[src/rtl/silp_pkg.sv]
// Shared types and constants for the signed integer literal parser.
// No dependencies; every other rtl file imports this package.
package silp_pkg;

  localparam int unsigned CP_W     = 21;
  localparam int unsigned VALUE_W  = 64;
  localparam int unsigned DIGIT_W  = 4;
  localparam int unsigned QDEPTH   = 2;

  // ASCII code points the classifier looks for
  localparam logic [CP_W-1:0] CH_0     = CP_W'(8'h30);
  localparam logic [CP_W-1:0] CH_1     = CP_W'(8'h31);
  localparam logic [CP_W-1:0] CH_9     = CP_W'(8'h39);
  localparam logic [CP_W-1:0] CH_LA    = CP_W'(8'h61);
  localparam logic [CP_W-1:0] CH_LF    = CP_W'(8'h66);
  localparam logic [CP_W-1:0] CH_UA    = CP_W'(8'h41);
  localparam logic [CP_W-1:0] CH_UF    = CP_W'(8'h46);
  localparam logic [CP_W-1:0] CH_LX    = CP_W'(8'h78);
  localparam logic [CP_W-1:0] CH_UX    = CP_W'(8'h58);
  localparam logic [CP_W-1:0] CH_MINUS = CP_W'(8'h2d);
  localparam logic [CP_W-1:0] CH_PLUS  = CP_W'(8'h2b);

  // Offset from the low nibble of a-f / A-F to the digit value
  localparam logic [DIGIT_W-1:0] HEX_LETTER_OFS = DIGIT_W'(9);

  typedef enum logic [2:0] {
    CLS_EOT,
    CLS_MINUS,
    CLS_PLUS,
    CLS_ZERO,
    CLS_DEC,     // 1..9
    CLS_X,       // x or X
    CLS_HEXAF,   // a-f or A-F
    CLS_OTHER
  } cls_t;

  typedef struct packed {
    cls_t               cls;
    logic [DIGIT_W-1:0] digit;
  } qentry_t;

  typedef enum logic [2:0] {
    PH_IDLE   = 3'd0,
    PH_SIGNED = 3'd1,
    PH_ZERO   = 3'd2,
    PH_HEXPRE = 3'd3,
    PH_HEX    = 3'd4,
    PH_DEC    = 3'd5
  } phase_t;

  typedef enum logic [1:0] {
    ST_OK      = 2'd0,
    ST_NONUM   = 2'd1,
    ST_SIGNONLY = 2'd2,
    ST_HEXEMPTY = 2'd3
  } status_t;

endpackage

[src/rtl/silp_if.sv]
// Valid/ready channel interfaces for the parser's input and result beats.
// Depends on silp_pkg for field widths.
interface silp_in_if import silp_pkg::*; ();
  logic            valid;
  logic            ready;
  logic [CP_W-1:0] code_point;
  logic            end_of_text;

  modport source (output valid, code_point, end_of_text, input ready);
  modport sink   (input valid, code_point, end_of_text, output ready);
endinterface

interface silp_out_if import silp_pkg::*; ();
  logic                      valid;
  logic                      ready;
  logic signed [VALUE_W-1:0] value;
  logic [1:0]                status;
  logic                      left_over;

  modport source (output valid, value, status, left_over, input ready);
  modport sink   (input valid, value, status, left_over, output ready);
endinterface

[src/rtl/signed_integer_literal_parser_top.sv]
// Top level of the signed integer literal parser.
// Depends on silp_pkg, silp_if, silp_front, silp_queue and silp_back.
//
// Usage:
//   items   : sink channel, one code point (or end-of-text marker) per beat.
//   results : source channel, one beat per finished literal carrying value,
//             status and left_over. Beats that do not end a literal give none.
//   Path: the edge that accepts a beat writes it into the queue; the back
//   end pops it once it is at the head and the result register can take it,
//   and the result register loads at the edge of that pop and drives results.
//   Throughput: one beat per cycle, sustained while results does not stall;
//   the phase machine updates the accumulator with one shift-and-add per beat.
//   Stall: while a result waits on a stalled results channel the result
//   register holds and the back end stops popping the queue. The queue then
//   fills and items.ready drops once it holds QUEUE_DEPTH beats.
//   Reset: synchronous, active high; empties the queue, drops results.valid
//   and returns the parser to idle with a cleared accumulator.
module signed_integer_literal_parser_top import silp_pkg::*; #(
  parameter int unsigned QUEUE_DEPTH = QDEPTH
) (
  input  logic        clk,
  input  logic        rst,
  silp_in_if.sink     items,
  silp_out_if.source  results
);

  logic    push;
  logic    queue_full;
  logic    pop;
  logic    avail;
  qentry_t push_entry;
  qentry_t head;

  // classify the incoming code point
  silp_front u_front (
    .items      (items),
    .queue_full (queue_full),
    .push       (push),
    .entry      (push_entry)
  );

  // decouples intake from the phase machine
  silp_queue #(
    .DEPTH (QUEUE_DEPTH)
  ) u_queue (
    .clk        (clk),
    .rst        (rst),
    .push       (push),
    .push_entry (push_entry),
    .full       (queue_full),
    .pop        (pop),
    .avail      (avail),
    .head       (head)
  );

  // phase machine, accumulator and result register
  silp_back u_back (
    .clk     (clk),
    .rst     (rst),
    .avail   (avail),
    .head    (head),
    .pop     (pop),
    .results (results)
  );

endmodule

[src/rtl/silp_front.sv]
// Front end: takes input beats and classifies each code point.
// Depends on silp_pkg and silp_if; feeds silp_queue.
module silp_front import silp_pkg::*; (
  silp_in_if.sink  items,
  input  logic     queue_full,
  output logic     push,
  output qentry_t  entry
);

  logic [CP_W-1:0] cp;

  assign cp          = items.code_point;
  assign items.ready = !queue_full;
  assign push        = items.valid && !queue_full;

  always_comb begin
    entry.digit = cp[DIGIT_W-1:0];
    priority if (items.end_of_text) begin
      entry.cls = CLS_EOT;
    end else if (cp == CH_MINUS) begin
      entry.cls = CLS_MINUS;
    end else if (cp == CH_PLUS) begin
      entry.cls = CLS_PLUS;
    end else if (cp == CH_0) begin
      entry.cls = CLS_ZERO;
    end else if (cp >= CH_1 && cp <= CH_9) begin
      entry.cls = CLS_DEC;
    end else if (cp == CH_LX || cp == CH_UX) begin
      entry.cls = CLS_X;
    end else if ((cp >= CH_LA && cp <= CH_LF) || (cp >= CH_UA && cp <= CH_UF)) begin
      entry.cls   = CLS_HEXAF;
      entry.digit = cp[DIGIT_W-1:0] + HEX_LETTER_OFS;
    end else begin
      entry.cls = CLS_OTHER;
    end
  end

endmodule

[src/rtl/silp_queue.sv]
// Short queue of classified beats between front and back ends.
// Depends on silp_pkg.
module silp_queue import silp_pkg::*; #(
  parameter int unsigned DEPTH = QDEPTH
) (
  input  logic    clk,
  input  logic    rst,
  input  logic    push,
  input  qentry_t push_entry,
  output logic    full,
  input  logic    pop,
  output logic    avail,
  output qentry_t head
);

  localparam int unsigned PTR_W = (DEPTH > 1) ? $clog2(DEPTH) : 1;
  localparam int unsigned CNT_W = $clog2(DEPTH + 1);
  localparam logic [PTR_W-1:0] LAST = PTR_W'(DEPTH - 1);

  qentry_t          mem [DEPTH];
  logic [PTR_W-1:0] wr_ptr;
  logic [PTR_W-1:0] rd_ptr;
  logic [CNT_W-1:0] count;

  assign full  = (count == CNT_W'(DEPTH));
  assign avail = (count != '0);
  assign head  = mem[rd_ptr];

  always_ff @(posedge clk) begin
    if (push) begin
      mem[wr_ptr] <= push_entry;
    end
  end

  always_ff @(posedge clk) begin
    if (rst) begin
      wr_ptr <= '0;
      rd_ptr <= '0;
      count  <= '0;
    end else begin
      if (push) begin
        wr_ptr <= (wr_ptr == LAST) ? '0 : wr_ptr + PTR_W'(1);
      end
      if (pop) begin
        rd_ptr <= (rd_ptr == LAST) ? '0 : rd_ptr + PTR_W'(1);
      end
      if (push && !pop) begin
        count <= count + CNT_W'(1);
      end else if (pop && !push) begin
        count <= count - CNT_W'(1);
      end
    end
  end

endmodule

[src/rtl/silp_back.sv]
// Back end: literal phase machine, accumulator and result register.
// Depends on silp_pkg and silp_if; drains silp_queue.
module silp_back import silp_pkg::*; (
  input  logic      clk,
  input  logic      rst,
  input  logic      avail,
  input  qentry_t   head,
  output logic      pop,
  silp_out_if.source results
);

  phase_t             phase, phase_next;
  logic               negative, negative_next;
  logic [VALUE_W-1:0] acc, acc_next;
  logic               fin;
  status_t            fin_status;
  logic               fin_left;
  logic [VALUE_W-1:0] digit_ext;
  logic [VALUE_W-1:0] acc_x10;
  logic [VALUE_W-1:0] acc_x16;
  logic [VALUE_W-1:0] fin_value;
  logic               is_dec;
  logic               is_hex;
  logic               out_valid;

  assign pop       = avail && (!out_valid || results.ready);
  assign digit_ext = VALUE_W'(head.digit);
  assign acc_x10   = {acc[VALUE_W-4:0], 3'b000} + {acc[VALUE_W-2:0], 1'b0} + digit_ext;
  assign acc_x16   = {acc[VALUE_W-5:0], head.digit};
  assign is_dec    = (head.cls == CLS_ZERO) || (head.cls == CLS_DEC);
  assign is_hex    = is_dec || (head.cls == CLS_HEXAF);

  // next phase
  always_comb begin
    phase_next = phase;
    if (pop) begin
      unique case (phase)
        PH_ZERO: begin
          if (head.cls == CLS_X) phase_next = PH_HEXPRE;
          else if (is_dec)       phase_next = PH_DEC;
          else                   phase_next = PH_IDLE;
        end
        PH_HEXPRE: begin
          phase_next = is_hex ? PH_HEX : PH_IDLE;
        end
        PH_HEX: begin
          phase_next = is_hex ? PH_HEX : PH_IDLE;
        end
        PH_DEC: begin
          phase_next = is_dec ? PH_DEC : PH_IDLE;
        end
        default: begin  // idle or after sign
          if (phase == PH_IDLE && (head.cls == CLS_MINUS || head.cls == CLS_PLUS)) begin
            phase_next = PH_SIGNED;
          end else if (head.cls == CLS_ZERO) begin
            phase_next = PH_ZERO;
          end else if (head.cls == CLS_DEC) begin
            phase_next = PH_DEC;
          end else begin
            phase_next = PH_IDLE;
          end
        end
      endcase
    end
  end

  // datapath and result decision
  always_comb begin
    acc_next      = acc;
    negative_next = negative;
    fin           = 1'b0;
    fin_status    = ST_OK;
    fin_left      = head.cls != CLS_EOT;
    unique case (phase)
      PH_ZERO: begin
        if (head.cls == CLS_X) begin
          acc_next = acc;
        end else if (is_dec) begin
          acc_next = digit_ext;
        end else begin
          fin = 1'b1;
        end
      end
      PH_HEXPRE: begin
        if (is_hex) begin
          acc_next = digit_ext;
        end else begin
          fin        = 1'b1;
          fin_status = ST_HEXEMPTY;
        end
      end
      PH_HEX: begin
        if (is_hex) acc_next = acc_x16;
        else        fin      = 1'b1;
      end
      PH_DEC: begin
        if (is_dec) acc_next = acc_x10;
        else        fin      = 1'b1;
      end
      default: begin
        if (phase == PH_IDLE && (head.cls == CLS_MINUS || head.cls == CLS_PLUS)) begin
          negative_next = (head.cls == CLS_MINUS);
        end else if (is_dec) begin
          acc_next = digit_ext;
        end else begin
          fin        = 1'b1;
          fin_status = (phase == PH_IDLE) ? ST_NONUM : ST_SIGNONLY;
        end
      end
    endcase
    if (fin) begin
      acc_next      = '0;
      negative_next = 1'b0;
    end
  end

  always_comb begin
    if (fin_status != ST_OK) fin_value = '0;
    else if (negative)       fin_value = '0 - acc;
    else                     fin_value = acc;
  end

  always_ff @(posedge clk) begin
    if (rst) begin
      phase    <= PH_IDLE;
      negative <= 1'b0;
      acc      <= '0;
    end else begin
      phase <= phase_next;
      if (pop) begin
        negative <= negative_next;
        acc      <= acc_next;
      end
    end
  end

  always_ff @(posedge clk) begin
    if (rst) begin
      out_valid <= 1'b0;
    end else if (pop && fin) begin
      out_valid <= 1'b1;
    end else if (results.ready) begin
      out_valid <= 1'b0;
    end
  end

  always_ff @(posedge clk) begin
    if (pop && fin) begin
      results.value     <= fin_value;
      results.status    <= fin_status;
      results.left_over <= fin_left;
    end
  end

  assign results.valid = out_valid;

`ifndef ASSERT_OFF
  a_no_pop_into_stall: assert property (@(posedge clk) disable iff (rst)
    pop && out_valid |-> results.ready)
    else $error("queue popped while result register stalled");

  a_idle_after_result: assert property (@(posedge clk) disable iff (rst)
    pop && fin |=> phase == PH_IDLE && acc == '0 && !negative)
    else $error("state not cleared after result");

  a_value_zero_on_error: assert property (@(posedge clk) disable iff (rst)
    out_valid && results.status != ST_OK |-> results.value == '0)
    else $error("non-zero value with failure status");

  a_eot_always_finishes: assert property (@(posedge clk) disable iff (rst)
    pop && head.cls == CLS_EOT |-> fin && !fin_left)
    else $error("end of text did not close the literal");
`endif

endmodule

[src/flat_wrapper.sv]
// flat-port wrapper written by rule: the top's interface ports become plain ports
module signed_integer_literal_parser_top_flat import silp_pkg::*;
#(
  parameter int unsigned QUEUE_DEPTH = QDEPTH
)
  (clk, rst, items_valid, items_code_point, items_end_of_text, items_ready, results_valid, results_value, results_status, results_left_over, results_ready);
  silp_in_if items_i ();
  silp_out_if results_i ();
  input  logic clk;
  input  logic rst;
  input wire logic [$bits(items_i.valid)-1:0] items_valid;
  input wire logic [$bits(items_i.code_point)-1:0] items_code_point;
  input wire logic [$bits(items_i.end_of_text)-1:0] items_end_of_text;
  output wire logic [$bits(items_i.ready)-1:0] items_ready;
  output wire logic [$bits(results_i.valid)-1:0] results_valid;
  output wire logic [$bits(results_i.value)-1:0] results_value;
  output wire logic [$bits(results_i.status)-1:0] results_status;
  output wire logic [$bits(results_i.left_over)-1:0] results_left_over;
  input wire logic [$bits(results_i.ready)-1:0] results_ready;
  assign items_i.valid = items_valid;
  assign items_i.code_point = items_code_point;
  assign items_i.end_of_text = items_end_of_text;
  assign items_ready = items_i.ready;
  assign results_valid = results_i.valid;
  assign results_value = results_i.value;
  assign results_status = results_i.status;
  assign results_left_over = results_i.left_over;
  assign results_i.ready = results_ready;
  signed_integer_literal_parser_top #(.QUEUE_DEPTH(QUEUE_DEPTH)) u_core (.clk(clk), .rst(rst), .items(items_i), .results(results_i));
endmodule
[config.mk]
export PLATFORM = sky130hd
export DESIGN_NAME = signed_integer_literal_parser_top_flat
export DESIGN_NICKNAME = d
export VERILOG_FILES = /design/src/rtl/silp_pkg.sv /design/src/rtl/silp_if.sv /design/src/rtl/signed_integer_literal_parser_top.sv /design/src/rtl/silp_front.sv /design/src/rtl/silp_queue.sv /design/src/rtl/silp_back.sv /design/src/flat_wrapper.sv
export SDC_FILE = /design/constraint.sdc
export NUM_CORES = 1
export LEC_CHECK = 0
export ABC_AREA = 0
export BUFFER_PORTS_ARGS = -buffer_cell sky130_fd_sc_hd__buf_2
export CAP_MARGIN = 20
export CORE_AREA = 2 2 178 180
export DETAILED_ROUTE_END_ITERATION = 16
export DIE_AREA = 0 0 180 182
export GPL_TIMING_DRIVEN = 0
export PLACE_DENSITY_LB_ADDON = 0.25
export SKIP_CTS_REPAIR_TIMING = 1
export SLEW_MARGIN = 15
export SYNTH_ARGS = -nofsm -noshare
export SYNTH_HDL_FRONTEND = slang
export SYNTH_SLANG_ARGS = --single-unit
export TNS_END_PERCENT = 100
[constraint.sdc]
create_clock -name clk -period 5.26 [get_ports clk]
set_clock_uncertainty 0.2 [all_clocks]
set_input_delay 0.526 -clock clk [delete_from_list [all_inputs] [get_ports clk]]
set_output_delay 0.526 -clock clk [all_outputs]
set_load 0.02 [all_outputs]
==> results of run 1 <==
==> layout make-up <==
class	count	share of cell area
multi-input cells	1153	0.570
flip-flops and latches	155	0.284
well taps	402	0.0365
repair buffers	95	0.0359
clock buffers	17	0.0308
plain buffers	76	0.0220
clock inverters	15	0.0122
inverters	31	0.00862
==> worst max path at each step <==
stage	start	depth (start not counted)	to
finish	flip-flop	15	u_core.u_back.acc[49]
floorplan	flip-flop	16	u_core.u_back.acc[60]
detailed placement	flip-flop	16	u_core.u_back.acc[44]
global placement	flip-flop	9	u_core.u_back.results.value[47]
CTS	flip-flop	16	u_core.u_back.acc[44]
global route	flip-flop	15	u_core.u_back.acc[49]
==> Yosys cell counts (36+ instances only) <==
cell and instances:
o21ai_0 111, ha_1 128, a21oi_1 107, nor2_1 155, a22oi_1 48, dfxtp_1 74, edfxtp_1 81, xor2_1 84
xnor2_1 40, clkbuf_1 70, nand2_1 118, nor3_1 36
==> sequential cells by signal, summed over array words and instances (netlist names), named ones only <==
name,count
u_core.u_back.acc,64
u_core.u_queue.wr_ptr,1
u_core.u_back.results.valid,1
u_core.u_queue.count,2
u_core.u_queue.mem,14
u_core.u_back.phase,3
u_core.u_back.results.value,64
u_core.u_back.results.status,2
u_core.u_back.results.left_over,1
u_core.u_back.negative,1
u_core.u_queue.rd_ptr,1
==> per-layer routing <==
layer | up-vias | wire [µm] | GRT usage | part of all wire
li1 | 5499 | - | - | -
met1 | 5249 | 16700 | 0.298 | 0.47
met2 | 334 | 15900 | 0.349 | 0.45
met3 | 65 | 1880 | 0.0327 | 0.053
met4 | 0 | 1100 | 0.0888 | 0.031
met5 | - | 0 | 0 | 0
==> through the flow <==
step	area, µm²	std cells	TNS [ns]
after CTS	13800	1944	0
after global placement	13200	1909	-1.48
after detailed placement	13200	1912	0
final	13800	1944	0
after global routing	13800	1944	0
after floorplan	12200	1415	0
==> where the power goes <==
part	internal (mW)	switching [mW]	leakage [nW]	total [mW]
clock	0.681	0.601	0.295	1.28
combinational	0.568	1.49	4.07	2.06
sequential	1.59	0.0816	1.37	1.67
total	2.84	2.17	5.73	5.01
==> critical path, delay by kind of cell (launching register included) <==
family / cells / cell delay [ns]
AND/OR/NAND/NOR: 2 / 0.39
XOR/XNOR: 1 / 0.17
buffers and inverters: 2 / 0.35
adder cells (fa/ha/maj): 2 / 0.74
AO/OA/AOI/OAI: 7 / 2.28
multiplexers: 1 / 0.33
flip-flops: 1 / 0.32
==> cell families (layout without fill, tap and decap cells) <==
family                     count (synthesis)  in the layout  synth area share
AOI/OAI and AO/OA                        449            449             0.237
xor gates and xnor gates                 124            124            0.0891
adders and majority gates                130            130             0.135
buffers and inverters                    107            234            0.0345
DFF                                      155            155             0.321
muxes                                     13             13            0.0116
and+or+nand+nor                          437            437             0.172
==> impl_metrics.csv, run 1 <==
group,metric,value,unit
status,status,"completed",
cells_and_area,final_core_util,0.445,
die,die_x,180,µm
synthesis,yosys.area.top_type,"edfxtp_1",
synthesis,synth.distinct_cells,70,
detailed_routing,vias,11100,
timing,setup_violations,0,
global_route,grt_first_pass_wirelength,57300,µm
detailed_routing,firstDrtPassIters,5,
synthesis,synth_edf_count,81,
cells_and_area,regArea,3910,µm²
cells_and_area,fill_cells,3049,
timing,timing.final.crit_period,4.92,ns
min_path,whs_path_depth,3,
place,gp_congestion,0.937,
clock_network,htree_levels,4,
place,dp_hpwl,27200,µm
flow_run,cap_violations,0,
synthesis,synth_area_leaders,"edfxtp_1 20%, ha_1 13%, dfxtp_1 12%, xor2_1 6.0%, nor2_1 4.8%",
place,dp_slack,0.281,ns
clock_network,max-clock-path-buffers,2,
clock_network,cts_sinks,155,
cells_and_area,multi_input_comb_area,7870,µm²
cells_and_area,antenna_cells,0,
setup_path,crit_arrival,5.03,ns
detailed_routing,drt-total-wl,35600,µm
die,coreArea,31000,µm²
die,dieArea,32800,µm²
die,fp.dieH,182,µm
detailed_routing,antenna_left,0,
min_path,worstHoldEndpoint,"u_core.u_back.results.valid",
timing,rsz0062_at_grt,"no",
global_route,antenna_found_initial,0,
synthesis,synth-seq-cells,155,
synthesis,netlist_area,12200,µm²
setup_path,cp_slowest_cell,"a21oi_1",
timing,layout_setup_ws,0.341,ns
synthesis,yosysTopAreaCellShare,0.200,
power,peakVddDrop,0.243,mV
setup_path,crit_path_start_kind,"flip-flop",
place,numPortBuffers,92,
timing,holdWs,0.172,ns
clock_network,worstSkewPairLatency,0.46,ns
setup_path,critPathKind,"reg -> reg",
setup_path,r2r-end,"u_core.u_back.acc[49]",
synthesis,async_flop_share,0,
die,io_pins,95,
die,rows,65,
timing,maxSlewViolCount,0,
synthesis,synth_nets,1571,
detailed_routing,drt-initial-drc-count,834,
detailed_routing,drc,0,
synthesis,postSynthAreaPerCell,8.61,µm²
global_route,grt_max_degree,45,
synthesis,syn-instance-count,1415,
synthesis,synthFlopType,"edfxtp_1",
global_route,globalRouteOverflowTotal,0,
timing,post-route-period-util,0.935,
global_route,grt_pass1_vias,10700,
min_path,hold_start,"results_ready",
clock_network,cts-buffers-inserted,17,
setup_path,crit_chain,"buf_2 -> mux2i_1 -> fa_1 -> inv_1 -> ha_1 -> a21oi_1 -> and4b_1 -> nor2_1 -> o21ai_0 -> a211o_1 -> a21oi_1 -> o21ai_0 -> a21oi_1 -> xnor2_1 -> o21ai_0",
detailed_routing,viasPerCell,5.73,
synthesis,seq_area_frac_synth,0.321,
timing,worst_slew_pin_slew,1.20,ns
die,start_util,0.393,
cells_and_area,area_growth,13.2,%
timing,relSlewSlack,0.199,
clock_network,clkSlewWorstSetupHoldPaths,0.08,ns
clock_network,cts_tree,"yes",
cells_and_area,final_common_cell,"nor2_1",
setup_path,cp.required,5.38,ns
clock_network,clockRootBuffer,"clkbuf_16",
power,leakagePower,5.73,nW
timing,hold_viol_final,0,
setup_path,worst_setup_path_end_kind,"flip-flop",
setup_path,max_stage_delay,0.65,ns
synthesis,yosys_warnings,0,
cells_and_area,final_cell_mix,"155 x nor2_1, 128 x ha_1, 118 x nand2_1, 111 x o21ai_0, 107 x a21oi_1",
setup_path,ff2ff_path_depth,15,
detailed_routing,avgRoutedWirePerCell,18.3,µm
power,power.density,363,nW/µm²
power,finalPower,5.01,mW
global_route,grt_usage,0.219,
setup_path,crit_fanout,10,
cells_and_area,nNetsFinal,1685,
cells_and_area,drive_above_1_share,0.104,
min_path,holdCritPathClass,"in -> reg",
timing,fmax,0.203,GHz
setup_path,rrSetupSlack,0.34,ns
Note: power is estimated with default switching activity, not from simulation.
==> run 2, diff against run 1 <==
- clock period: 5.26 -> 5.8 ns (I/O delays scaled with it)
==> impl_metrics.csv, run 2 (synthesized netlist as in run 1, its figures left out) <==
group,metric,value,unit
setup_path,crit_path_start_kind,"flip-flop",
global_route,grt_pass1_vias,10700,
die,die_x,180,µm
detailed_routing,drt-initial-drc-count,853,
die,start_util,0.393,
timing,maxSlewViolCount,0,
detailed_routing,antenna_left,0,
clock_network,cts_tree,"yes",
clock_network,max-clock-path-buffers,2,
power,peakVddDrop,0.221,mV
power,p_int,2.57,mW
timing,hold_viol_final,0,
detailed_routing,drc,0,
global_route,antenna_found_initial,0,
clock_network,cts_sinks,155,
clock_network,cts-buffers-inserted,17,
cells_and_area,fill_cells,3049,
die,dieArea,32800,µm²
setup_path,worst_setup_path_end_kind,"flip-flop",
global_route,grt_max_degree,45,
die,rows,65,
timing,fmax,0.199,GHz
setup_path,cp.required,5.91,ns
cells_and_area,area_growth,13.1,%
detailed_routing,avgRoutedWirePerCell,18.3,µm
die,io_pins,95,
setup_path,crit_fanout,10,
timing,setup_tns,0,ns
power,p_seq_frac,0.333,
cells_and_area,final_cell_mix,"155 x nor2_1, 128 x ha_1, 118 x nand2_1, 111 x o21ai_0, 107 x a21oi_1",
timing,timing.final.crit_period,5.02,ns
power,switchingPower,1.98,mW
power,switching_share,0.434,
global_route,globalRouteOverflowTotal,0,
power,p_clk_frac,0.256,
global_route,grt_first_pass_wirelength,57300,µm
timing,worst_slew_pin_slew,1.20,ns
detailed_routing,vias,11100,
timing,rsz0062_at_grt,"no",
cells_and_area,nNetsFinal,1685,
min_path,holdCritPathClass,"in -> reg",
cells_and_area,drive_above_1_share,0.103,
power,power.density,330,nW/µm²
setup_path,crit_arrival,5.14,ns
setup_path,critPathKind,"reg -> reg",
clock_network,worstSkewPairLatency,0.46,ns
cells_and_area,multi_input_comb_area,7860,µm²
cells_and_area,reg_top3,"u_core.u_back.acc (64), u_core.u_back.results.value (64), u_core.u_queue.mem (14)",
detailed_routing,firstDrtPassIters,5,
timing,setup_violations,0,
min_path,hold_start,"results_ready",
clock_network,htree_levels,4,
cells_and_area,antenna_cells,0,
global_route,grt_usage,0.219,
timing,relSlewSlack,0.197,
clock_network,clkSlewWorstSetupHoldPaths,0.08,ns
detailed_routing,viasPerCell,5.72,
flow_run,cap_violations,0,
die,fp.dieH,182,µm
detailed_routing,drt-total-wl,35600,µm
place,numPortBuffers,92,
place,dp_hpwl,27200,µm
timing,holdWs,0.226,ns
clock_network,clockRootBuffer,"clkbuf_16",
timing,post-route-period-util,0.866,
die,coreArea,31000,µm²
power,p_comb_frac,0.411,
cells_and_area,final_common_cell,"nor2_1",
power,leakagePower,5.73,nW
place,gp_congestion,0.937,
cells_and_area,regArea,3910,µm²
status,status,"completed",
==> run 2: cell types whose count changed in the layout (fill, tap and decap cells not counted) <==
cell	change
a311oi_1	+1
a311oi_2	-1
==> run 2: power groups by stage <==
| stage | combinational, mW | clock [mW] | sequential, mW |
|---|---|---|---|
| 6_report | 1.87 | 1.17 | 1.52 |
| 4_1_cts | 1.87 | 1.18 | 1.52 |
| 3_3_place_gp | 1.80 | 0 | 1.56 |
| 3_5_place_dp | 1.86 | 0 | 1.54 |
| 5_1_grt | 2.02 | 1.23 | 1.54 |
| 2_1_floorplan | 0.981 | 0 | 1.76 |
==> run 2: area by class of cell <==
class | count | share of cell area
Tap cell | 402 | 0.0365
Clock buffer | 17 | 0.0309
Clock inverter | 15 | 0.0122
Inverter | 31 | 0.00862
Multi-Input combinational cell | 1153 | 0.570
Sequential cell | 155 | 0.284
Timing Repair Buffer | 95 | 0.0359
Buffer | 76 | 0.0220
==> run 2: worst max-delay path, stage by stage, from the launching register on <==
cell and delay, ns:
dfxtp_1 0.32, buf_2 0.26, mux2_2 0.39, ha_1 0.28
ha_1 0.21, inv_1 0.07, fa_1 0.20, nor2b_1 0.07
o31ai_1 0.30, nand2b_1 0.13, a311o_1 0.47, a311oi_1 0.59
o21ai_1 0.34, a41oi_1 0.48, xnor2_1 0.16, a222oi_1 0.35
nor2_1 0.06
==> run 2: metrics by stage <==
stage | setup slack [ns] | utilization | instances | area [µm²] | power (mW)
after detailed placement | 0.821 | 0.426 | 1912 | 13200 | 3.41
after floorplan | 1.57 | - | 1415 | 12200 | 2.74
final | 0.776 | 0.445 | 1944 | 13800 | 4.55
after global placement | 0.434 | 0.424 | 1909 | 13200 | 3.36
after global routing | 0.521 | 0.445 | 1944 | 13800 | 4.79
after CTS | 0.789 | 0.445 | 1944 | 13800 | 4.57
==> run 2: routing by layer <==
metal | share of wire | up-vias | global-route usage
met3 | 0.052 | 61 | 0.0327
met1 | 0.47 | 5231 | 0.298
met5 | 0 | - | 0
met4 | 0.031 | 0 | 0.0888
met2 | 0.45 | 322 | 0.349
li1 | - | 5503 | -
==> run 2: final timing paths <==
path / to / slack, ns / depth (start not counted)
max: u_core.u_back.acc[44] / 0.78 / 16
min: u_core.u_back.results.valid / 0.23 / 3
max reg2reg: u_core.u_back.acc[44] / 0.78 / 16
min reg2reg: u_core.u_queue.count[1] / 0.32 / 2
